[src/hdl/pic_pkg.sv]
// Shared types and constants for the point-in-polygon test block.
package pic_pkg;

	localparam int TOL_W    = 20;
	localparam int VTOTAL_W = 5;

	localparam logic OP_APPEND = 1'b0;
	localparam logic OP_TEST   = 1'b1;

	typedef enum logic [1:0] {
		ST_IDLE,
		ST_RUN,
		ST_DRAIN,
		ST_DONE
	} pic_state_t;

	typedef struct packed {
		logic load;
		logic shift;
	} pic_cell_ctl_t;

	typedef struct packed {
		logic valid;
		logic on_edge;
		logic crossing;
	} pic_edge_res_t;

endpackage

[src/hdl/pic_cell.sv]
// One vertex cell of the rotating polygon ring.
module pic_cell #(
	parameter int COORD_WIDTH = 24
) (
	input  logic                          clk,
	input  pic_pkg::pic_cell_ctl_t        ctl,
	input  logic signed [COORD_WIDTH-1:0] load_x,
	input  logic signed [COORD_WIDTH-1:0] load_y,
	input  logic signed [COORD_WIDTH-1:0] shift_x,
	input  logic signed [COORD_WIDTH-1:0] shift_y,
	output logic signed [COORD_WIDTH-1:0] x,
	output logic signed [COORD_WIDTH-1:0] y
);
	import pic_pkg::*;

	logic signed [COORD_WIDTH-1:0] x_q;
	logic signed [COORD_WIDTH-1:0] y_q;

	always_ff @(posedge clk) begin
		if (ctl.load) begin
			x_q <= load_x;
			y_q <= load_y;
		end else if (ctl.shift) begin
			x_q <= shift_x;
			y_q <= shift_y;
		end
	end

	assign x = x_q;
	assign y = y_q;
endmodule

[config.mk]
export PLATFORM = sky130hd
export DESIGN_NAME = pic_cell
export DESIGN_NICKNAME = d
export VERILOG_FILES = /design/src/hdl/pic_pkg.sv /design/src/hdl/pic_cell.sv
export SDC_FILE = /design/constraint.sdc
export NUM_CORES = 1
export LEC_CHECK = 0
export BUFFER_PORTS_ARGS = -buffer_cell sky130_fd_sc_hd__buf_2
export CORE_MARGIN = 2
export CORE_UTILIZATION = 44
export DETAILED_ROUTE_END_ITERATION = 8
export GPL_ROUTABILITY_DRIVEN = 0
export GPL_TIMING_DRIVEN = 0
export PLACE_DENSITY = 0.82
export SETUP_SLACK_MARGIN = 0.4
export SYNTH_ARGS = -nofsm -noshare
export SYNTH_HDL_FRONTEND = slang
export SYNTH_SLANG_ARGS = --single-unit
[constraint.sdc]
create_clock -name clk -period 5.4 [get_ports clk]
set_input_delay 0.27 -clock clk [delete_from_list [all_inputs] [get_ports clk]]
set_output_delay 0.27 -clock clk [all_outputs]
set_load 0.03 [all_outputs]
# Yosys cells after proc, flatten, opt, wreduce, memory -nomap -nowiden
# Cells that the tools add are included.
[op_classes] n_mux=4 reduce_logical=1
[ops] operator="$mux W24" n=4
[ops] operator="$reduce_bool A2 Y1" n=1
[word_totals] input_bits=99 reg_bits=48 elab_cells=7 output_inout_bits=48

# Logic depth before layout (Yosys ltp)
[depth] depth_word=2 ltp_mapped=3

# Worst setup path before layout
# Ideal clock, no wire load.
[synth_timing] kind="input -> register" start="input port ctl[1] in the netlist's numbering" end="register x_q[0], in the netlist x[0], enable pin" arrival_time_ps=1664 n_path_buf=2 path_slack_ps=3328 setup_time_ps=408 stages=3 cell_sequence="buf_6 buf_6 or2_1"
[synth_via] elab_chain_len=1
[synth_lines] item="start: declaration" line_no="pic_cell.sv:6" text="input pic_pkg::pic_cell_ctl_t ctl,"
[synth_lines] item="$reduce_bool A2 Y1 (no source line)"
[synth_lines] item="end signal: assignment" line_no="pic_cell.sv:21" text="x_q <= load_x;"
[synth_lines] item="end signal: assignment" line_no="pic_cell.sv:24" text="x_q <= shift_x;"
[synth_lines] item="end: declaration" line_no="pic_cell.sv:16" text="logic signed [COORD_WIDTH-1:0] x_q;"
# No other way between the ends.
# A chain may end at the register's enable or synchronous reset.

# Worst setup path after layout
[layout_timing] start="input port ctl[1] in the netlist's numbering" end="register x_q[22], in the netlist x[22], enable pin"
# Same word-level chain as after synthesis.

==> flow_summary.toml <==
[power_and_ir_drop]
power_density_nw_per_um2 = 312
leakagePower_nw = 1.38
vdd_drop_max_mv = 0.172
clockPowerShare = 0.271
share_seq_of_total_power = 0.501
swShare = 0.271
cell_internal_pwr_mw = 0.678
total_switching_power_mw = 0.252
power_frac_comb = 0.228

[cts]
clock_tree.buffer_depth = 2
root_buffer = "clkbuf_8"
cts_tree = "yes"
htreeDepth = 2
post_cts.resized_instances = 0
post-cts-setup-buffers = 0
clk_pin_slew_worst_paths_ns = 0.09
ctsHoldBuffers = 0
cts_sinks = 48
clock_buffers_created_by_tritoncts = 5

[worst_setup_path]
timing.critical_path.buf_inv = 3
cpPeakStageDelay_ns = 0.46
crit_path_end_kind = "flip-flop"
path_cells = "buf_6 > buf_6 > or2_2 > buf_12"
cpMostUsedCell = "buf_6"
timing.critical_path.from_type = "input port"
cpLargestDelayFamily = "buffers and inverters"
cp.required_ns = 5.40
critical_path.slowest_cell = "or2_2"
cp_data_arrival_time_ns = 1.31
worstPathMaxFanout = 28
crit_type = "in -> reg"

[logic_synthesis]
yosys_top_cell_by_area = "edfxtp_1"
synth_area_per_inst_um2 = 20.3
flops_latches_synth = 48
post_synth_instance_area_um2 = 2070
yosysTopAreaCellShare = 0.697
synth_cells = 102
yosys_warns = 0
sequential_share_of_the_synthesized_area = 0.697
synth.area.top_cells = "edfxtp_1 70%, mux2_2 21%, mux2_4 6.5%, buf_4 1.1%, buf_6 1.1%"
synth.distinct_cells = 6
syn_nets = 201

[timing]
grt_setup_unrepaired = "false"
timing.final.setup_violations = 0
slew_violations = 0
period_minus_slack_ns = 1.31
final-hold-violation-count = 0
fin_tns_setup_ns = 0
tightest_slew_ns = 0.511
hold_slack_ns = 0.271
post-route-period-util = 0.243
fmax_mhz = 761
worst_slew_margin_rel = 0.659

[detailed_routing]
drt_pass1_iterations = 4
post_drt_via_cell_ratio = 4.75
drt_drc_violations_left = 0
detail_route.iter0.violations = 75
vias = 1462
wl_per_cell_um = 14.9
drt-total-wl_um = 4570
antenna_left = 0

[layout]
final-instance-count-excl-fill = 308
layout.nets = 354
mostFrequentLayoutCell = "buf_2"
final_layout_size_suffix_gt1_frac = 0.809
synthToLayoutAreaGrowth_pct = 44.4
mostFrequentLayoutCells = "145 x buf_2, 48 x edfxtp_1, 39 x mux2_2"
utilization = 0.672
design_area_um2 = 2990
multi_input_comb_area_um2 = 581
fill_cells = 324
antenna_cells = 0
layout.area.seq_um2 = 1440

[placement]
dpl.hpwl_um = 3670
numPortBuffers = 145
total_instance_count_after_detailed_placement = 300
placed_area_um2 = 2880

[global_route]
gr_met3_demand_resource = 0.0736
grt_use_total = 0.166
first_pass_grt_wire_length_um = 6370
gr-max-usage-layer = "met2"
maximum_number_of_pins_on_one_net_before_global_route_repair = 29
globalRouteOverflowTotal = 0
grt_antenna_before_repair = 0
grt_util_met1 = 0.170
globalRouteMet2Util = 0.299
grt_pass1_vias = 1396

[die]
row_count = 24
dieHeight_um = 72.5
initial_core_utilization = 0.465
io_pins = 147
core_um2 = 4440
chipWidth_um = 72.5
fp.dieArea_um2 = 5260

[flow_run]
max_cap_viol_count = 0

[run_status]
run_status = "finished clean"

[hold_path]
class_of_the_tightest_hold_or_removal_check = "in -> reg"
## registers in the layout (all words and copies together), names as in the netlist
name,cells
x,24
y,24
## final timing paths
kind	to	startpoint	cells after the start	slack, ns
setup / recovery	x[22]	ctl[1]	4	4.09
hold / removal	y[11]	load_y[11]	2	0.27
## logic make-up (layout without fill, tap and decap cells)
| kind of cell | after synthesis | after routing | synth area share |
|---|---|---|---|
| muxes | 48 | 48 | 0.278 |
| DFF | 48 | 48 | 0.697 |
| buffers and inverters | 5 | 159 | 0.0218 |
| and+or+nand+nor | 1 | 1 | 0.00303 |
## per-stage QoR
stage                     power, mW  setup WS (ns)
after floorplan               0.608           3.33
after global placement        0.683           2.94
after detailed placement      0.690           3.74
after CTS                     0.941           4.07
after global routing          0.968           4.01
final                         0.930           4.09
## power by group through the flow
| stage | clock [mW] | combinational (mW) | sequential (mW) |
|---|---|---|---|
| 6_report | 0.252 | 0.212 | 0.466 |
| 2_1_floorplan | 0 | 0.0459 | 0.563 |
| 5_1_grt | 0.274 | 0.224 | 0.470 |
| 3_5_place_dp | 0 | 0.215 | 0.475 |
| 3_3_place_gp | 0 | 0.209 | 0.474 |
| 4_1_cts | 0.258 | 0.215 | 0.467 |
## final cells by class
| cell class | count | share of cell area |
|---|---|---|
| timing repair buffer | 146 | 0.250 |
| tap | 52 | 0.0218 |
| clock buffer | 6 | 0.0243 |
| sequential | 48 | 0.483 |
| multi-input combinational | 49 | 0.194 |
| buffer | 5 | 0.0151 |
| clock inverter | 2 | 0.0117 |
## cell usage after synthesis (all sizes together)
cell / number
or2: 1
edfxtp: 48
buf: 5
mux2: 48
## metal layers
metal | share of wire | vias up | wire length (um)
li1 | - | 702 | -
met1 | 0.37 | 658 | 1680
met2 | 0.52 | 98 | 2370
met3 | 0.10 | 4 | 477
met4 | 0.010 | 0 | 46
met5 | 0 | - | 0
Power figures use the tool's default switching activity.
