**src/hdl/pic_pkg.sv**
```systemverilog
// Shared types and constants for the point-in-polygon test block.
package pic_pkg;

	localparam int TOL_W    = 20;
	localparam int VTOTAL_W = 5;

	localparam logic OP_APPEND = 1'b0;
	localparam logic OP_TEST   = 1'b1;

	typedef enum logic [1:0] {
		ST_IDLE,
		ST_RUN,
		ST_DRAIN,
		ST_DONE
	} pic_state_t;

	typedef struct packed {
		logic load;
		logic shift;
	} pic_cell_ctl_t;

	typedef struct packed {
		logic valid;
		logic on_edge;
		logic crossing;
	} pic_edge_res_t;

endpackage

```
**src/hdl/pic_edge_unit.sv**
```systemverilog
// Pipelined edge evaluation: span check, cross product and tolerance compare.
module pic_edge_unit #(
	parameter int COORD_WIDTH = 24
) (
	input  logic                          clk,
	input  logic                          arst_n,
	input  logic                          launch,
	input  logic signed [COORD_WIDTH-1:0] ax,
	input  logic signed [COORD_WIDTH-1:0] ay,
	input  logic signed [COORD_WIDTH-1:0] bx,
	input  logic signed [COORD_WIDTH-1:0] by,
	input  logic signed [COORD_WIDTH-1:0] px,
	input  logic signed [COORD_WIDTH-1:0] py,
	input  logic [pic_pkg::TOL_W-1:0]     tol,
	output pic_pkg::pic_edge_res_t        res,
	output logic                          busy
);
	import pic_pkg::*;

	localparam int DW  = COORD_WIDTH + 1;
	localparam int PW  = 2 * DW;
	localparam int CPW = PW + 1;
	localparam int TW  = ((CPW > TOL_W + 1) ? CPW : TOL_W + 1) + 1;

	logic signed [COORD_WIDTH-1:0] lx, ly, hx, hy;
	logic                          qual;

	logic                 v_s1, v_s2, v_s3;
	logic signed [DW-1:0] d1_s1, d2_s1, d3_s1, d4_s1;
	logic signed [PW-1:0] m1_s2, m2_s2;
	logic signed [CPW-1:0] cp_s3;
	pic_edge_res_t        res_s4;

	logic signed [TW-1:0] cp_ext, tol_ext;

	// Order the edge so that its first end has the lower y.
	always_comb begin
		if (ay > by) begin
			lx = bx;
			ly = by;
			hx = ax;
			hy = ay;
		end else begin
			lx = ax;
			ly = ay;
			hx = bx;
			hy = by;
		end
		qual = (ly <= py) && (hy > py);
	end

	always_ff @(posedge clk or negedge arst_n) begin
		if (!arst_n) begin
			v_s1   <= 1'b0;
			v_s2   <= 1'b0;
			v_s3   <= 1'b0;
			res_s4 <= '0;
		end else begin
			v_s1         <= launch && qual;
			v_s2         <= v_s1;
			v_s3         <= v_s2;
			res_s4.valid <= v_s3;
			res_s4.on_edge  <= (cp_ext <= tol_ext) && (cp_ext >= -tol_ext);
			res_s4.crossing <= cp_ext > tol_ext;
		end
	end

	always_ff @(posedge clk) begin
		d1_s1 <= DW'(px) - DW'(lx);
		d2_s1 <= DW'(hy) - DW'(ly);
		d3_s1 <= DW'(hx) - DW'(lx);
		d4_s1 <= DW'(py) - DW'(ly);
		m1_s2 <= PW'(d1_s1) * PW'(d2_s1);
		m2_s2 <= PW'(d3_s1) * PW'(d4_s1);
		cp_s3 <= CPW'(m1_s2) - CPW'(m2_s2);
	end

	assign cp_ext  = TW'(cp_s3);
	assign tol_ext = TW'(signed'({1'b0, tol}));

	assign res  = res_s4;
	assign busy = v_s1 || v_s2 || v_s3 || res_s4.valid;
endmodule
```
**config.mk**
```make
export PLATFORM = sky130hd
export DESIGN_NAME = pic_edge_unit
export DESIGN_NICKNAME = d
export VERILOG_FILES = /design/src/hdl/pic_pkg.sv /design/src/hdl/pic_edge_unit.sv
export SDC_FILE = /design/constraint.sdc
export NUM_CORES = 2
export LEC_CHECK = 0
export BUFFER_PORTS_ARGS = -buffer_cell sky130_fd_sc_hd__buf_4
export CORE_ASPECT_RATIO = 1.25
export CORE_MARGIN = 2
export CORE_UTILIZATION = 32
export DETAILED_ROUTE_END_ITERATION = 10
export SLEW_MARGIN = 20
export SYNTH_ARGS = -nofsm -noshare
export SYNTH_HDL_FRONTEND = slang
export SYNTH_SLANG_ARGS = --single-unit
```
**constraint.sdc**
```tcl
create_clock -name clk -period 6.9 [get_ports clk]
set_clock_uncertainty 0.15 [all_clocks]
set_input_delay 0.345 -clock clk [delete_from_list [all_inputs] [get_ports clk]]
set_output_delay 0.345 -clock clk [all_outputs]
set_load 0.02 [all_outputs]
```
# Word-level counts from Yosys, hierarchy flattened
# Index checks and enable logic that the tools add are counted.
[op_classes]
addsub = 6
reduce_logical = 6
muxes = 4
mul = 2
n_lt_le_gt_ge = 6
[op_table]
columns = ["cell", "count"]
rows = [
  ["multiplier 25 x 25 -> 50 bit", 2],
  ["subtractor 24 x 24 -> 25 bit", 4],
  ["2-to-1 mux 24 bit", 4],
  ["greater-or-equal comparator 51 x 52 -> 1 bit", 1],
  ["negation 20 -> 52 bit", 1],
  ["> comparator 51 x 21 -> 1 bit", 1],
  ["less-or-equal comparator 51 x 21 -> 1 bit", 1],
  ["subtractor 50 x 50 -> 51 bit", 1],
  ["> comparator 24 bit", 2],
  ["less-or-equal comparator 24 bit", 1],
  ["logical AND 1 bit", 3],
  ["logical OR 1 bit", 3],
]
[totals]
in_bits = 167
wordCells = 37
reg_bits = 257

# Logic depth before layout (Yosys ltp)
[depth]
depth_word = 5
depth_mapped = 32
depth_no_buf = 29

# Least setup slack after synthesis
# Ideal clock, no wire load.
[synth_timing]
path_type = "register -> register"
from = "register d2_s1[4]"
to = "register m1_s2[43]"
setup_ns = 0.072
synth_period_minus_slack_ns = 7.537
setup_slack_ns = -0.637
path_stages_with_launch = 31
arrival_time_ns = 7.315
cell_sequence = "dfxtp_1 > clkbuf_1 > nand2_1 > fa_1 > inv_1 > fa_1 > inv_1 > fa_1 > inv_1 > fa_1 > inv_1 > fa_1 > inv_1 > fa_1 > inv_1 > fa_1 > inv_1 > ha_1 > nand3_1 > nor2_1 > a2111oi_0 > o211ai_1 > a211oi_1 > o21bai_1 > or3_1 > a21oi_1 > o21ai_1 > and4_1 > a211o_1 > a21oi_1 > xnor2_1"
[synth_between]
elab_chain_cells = 1
[synth_lines]
columns = ["item", "line_no", "text"]
rows = [
  ["from (decl)", "pic_edge_unit.sv:29", "logic signed [DW-1:0] d1_s1, d2_s1, d3_s1, d4_s1;"],
  ["from (signal assigned)", "pic_edge_unit.sv:70", "d2_s1 <= DW'(hy) - DW'(ly);"],
  ["multiplier 25 x 25 -> 50 bit", "pic_edge_unit.sv:73", "m1_s2 <= PW'(d1_s1) * PW'(d2_s1);"],
  ["to (signal assigned)", "pic_edge_unit.sv:73", ""],
  ["to (decl)", "pic_edge_unit.sv:30", "logic signed [PW-1:0] m1_s2, m2_s2;"],
]
# No other way between the ends.

# Worst setup path in the final report
[layout_timing]
from = "register d1_s1[7]"
to = "register m1_s2[43]"
[layout_between]
elab_chain_cells = 1
[layout_lines]
columns = ["item", "line_no", "text"]
rows = [
  ["from (decl)", "pic_edge_unit.sv:29", ""],
  ["from (signal assigned)", "pic_edge_unit.sv:69", "d1_s1 <= DW'(px) - DW'(lx);"],
  ["multiplier 25 x 25 -> 50 bit", "pic_edge_unit.sv:73", ""],
]
# No other way between the ends.

==> results by group <==
Clocking
  • Reg clk slew, reported paths: 0.07 ns
  • CTS tree: done
  • Num CTS Buffers: 38
  • Bufs on Longest Clock Path: 3
  • Clk root buf: clkbuf_16
  • # H-tree levels: 2
  • Clk sink count: 257
  • Worst-Skew Late Latency: 0.62 ns

Logic synthesis
  • Asr flop ratio synth: 2.335%
  • Netlist Area Pre-Place: 62540 µm²
  • Top cell type's share of synthesized area: 42.22%
  • Post-synthesis mux area share: 0.1821%
  • Synth Area in Adders: 52.72%
  • Synth Area in Compound Gates: 8.343%
  • Yosys warnings: 0
  • Mapped Cells: 6967
  • Post-synthesis register bit count: 257
  • Post-synth EDFFs: 0
  • Sequential cell area fraction in the yosys report: 8.275%
  • Post-synth cell types: 85
  • Area share of and/or/nand/nor cells after synthesis: 16.45%
  • Ys flop type: dfxtp_1
  • Synth top area cells: fa_1, ha_1, inv_1
  • Average size of a mapped cell: 8.976 µm²
  • Net Count, Synth: 8957
  • Post-synthesis xor/xnor area fraction: 3.599%
  • Largest family of logic cells by synthesized area: adder cells
  • Area leader, netlist: fa_1

Routing
  • Vias/cell: 4.870
  • Total iterations of the first detailed-routing run: 6
  • Initial DRC Count: 3025
  • Wirelength, routed: 190.1 mm
  • Post-DRT Antenna Nets: 0
  • Wire per inst: 18.64 µm
  • Vias: 49680
  • Residual DRC count: 0

Timing
  • Final period utilization: 106.7%
  • Final hold violations: 0
  • Final min period: 7.364 ns
  • RSZ-0062 raised after global routing: yes
  • Final setup violating endpoints: 26
  • Slew headroom: 14.90%
  • Final slew viol count: 0
  • Worst Setup Slack, final: -0.4644 ns
  • Worst Tran Pin Value: 1.276 ns
  • Fmax: 135.8 MHz

Layout
  • Post-route design area: 75040 µm²
  • Nets: 9590
  • Layout cells sized above 1: 15.99%
  • Most frequent cells in the layout: inv_1, fa_1, nand2_1, buf_4, and2_1
  • Multi-input gate area: 51890 µm²
  • Register area: 5305 µm²
  • Final Util: 38.62%
  • Area grow syn2layout: 20.00%
  • Fill count: 19540
  • Commonest non-fill, non-tap cell in the layout: inv_1

Floorplan
  • Starting Density: 32.18%
  • Top Ports: 171
  • Die X: 399.4 µm
  • Row cnt: 181
  • Die Ht: 498.3 µm
  • Die area: 199000 µm²
  • Core Area: 194300 µm²

Critical path
  • Critical Setup Path Class: reg -> reg
  • Worst-path fanout max: 4
  • Worst Path Arrival: 7.76 ns
  • Element type at the critical path end: flip-flop
  • CP required: 7.30 ns
  • CP Launch Type: flip-flop
  • Worst r2r path cells: 27

Run
  • Count of max-cap constraint violations: 0

Placement
  • RD Place Congestion: 0.9494
  • # port buffers: 170
  • Post-detail-place hpwl: 164.3 mm
  • Area after DPL: 71710 µm²

GRT
  • Gr usage total: 19.49%
  • Remaining Overflow, GRT: 0
  • Vias in the first global route: 54120
  • Largest net degree at the start of global routing: 69
  • Global-route wire length before repair: 301.0 mm
  • Initial antenna violation count: 34

Worst hold path
  • Worst hold path class: in -> reg
  • Hold path cells: 4

Outcome
  • Failing checks: setup timing
  • Status: finished with violations
==> synthesized netlist by cell type, types with 31 or more instances <==
library cell,n
inv_1,1471
fa_1,1319
nand2_1,755
and2_1,618
ha_1,504
a21oi_1,251
dfxtp_1,251
clkbuf_1,249
nor2_1,232
xnor2_1,191
o21ai_0,178
a21o_1,110
nor2b_1,82
nand2b_1,68
xor2_1,66
nand3_1,55
nor3_1,54
nand4_1,52
o21a_1,37
nor4_1,36
o21bai_1,34
a211oi_1,31
==> cells by family (layout without fill, tap and decap cells) <==
group,after synthesis,after routing
fa+ha+maj,1849,1849
flops,257,257
buf+inv,1733,2396
simple gates,2044,2044
mux,11,11
xor+xnor,257,257
other cells,0,10
compound gates,816,816
==> sequential cells by signal (all words and copies together) (netlist names) <==
signal / flops
cp_s3: 51
d1_s1: 25
d2_s1: 25
d3_s1: 25
d4_s1: 25
m1_s2: 50
m2_s2: 50
res: 3
v_s1: 1
v_s2: 1
v_s3: 1
==> worst paths after layout <==
path / slack (ns) / startpoint / to
max in group asynchronous: 5.87 / arst_n / res[0]
min in group asynchronous: 0.53 / arst_n / v_s2
worst min-delay path: 0.04 / ax[0] / d3_s1[1]
worst max-delay path: -0.46 / d1_s1[7] / m1_s2[43]
worst max register to register: -0.46 / d1_s1[7] / m1_s2[43]
worst min register to register: 0.22 / v_s3 / res[2]
==> routing by layer <==
| layer | global-route usage, % | up-vias | share of wire, % |
|---|---|---|---|
| li1 | - | 22630 | - |
| met1 | 24.61 | 25420 | 41 |
| met2 | 34.11 | 1243 | 50 |
| met4 | 5.946 | 40 | 3.5 |
| met3 | 2.876 | 346 | 5.3 |
| met5 | 0 | - | 0.13 |
==> area by class of cell <==
cell class | count | share of cell area, %
Clock inverter | 24 | 0.4368
Sequential cell | 257 | 7.069
Clock buffer | 46 | 1.444
Timing Repair Buffer | 854 | 10.24
Antenna cell | 10 | 0.03335
Tap cell | 2562 | 4.272
Multi-Input combinational cell | 4977 | 69.14
Inverter | 1472 | 7.363
==> worst max-delay path, stage by stage (launching register included) <==
cell and delay (ns):
dfxtp_4 0.36, buf_6 0.13, and2_4 0.15, fa_1 0.55
inv_2 0.05, fa_1 0.54, inv_2 0.04, fa_1 0.47
ha_2 0.20, fa_1 0.47, inv_1 0.05, fa_1 0.44
fa_1 0.51, inv_2 0.05, ha_4 0.23, a21o_1 0.19
a221o_1 0.39, a2111oi_4 0.31, o211ai_1 0.21, a211oi_2 0.36
o21bai_2 0.11, or3_4 0.36, a21oi_2 0.16, o21ai_2 0.10
and4_1 0.18, a211o_1 0.28, a21oi_2 0.15, xnor2_1 0.12
==> timing repair <==
action                                  4_1_cts  5_1_grt
hold buffers                                 20        0
cloned                                        3        0
pin swaps                                   164      129
hold endpoints to repair                     22        0
gates resized for setup                     210      127
endpoints found under the setup margin       33       37
setup buffers                                72       25
==> per-stage QoR <==
stage          setup slack [ns]  TNS [ns]  cells  hold slack [ns]
2_1_floorplan           -0.1105   -0.5153   6967          -0.1006
3_3_place_gp            -0.6774    -12.48  10020         0.003085
3_5_place_dp            -0.6899    -13.97  10020         0.003667
4_1_cts                 -0.4925    -7.321  10180         0.001162
5_1_grt                 -0.7692    -12.80  10190          0.03355
6_report                -0.4644    -6.119  10200          0.03692
Power is not shown: default switching activity piles up to over one toggle a cycle in this logic, so the estimate is an artifact.
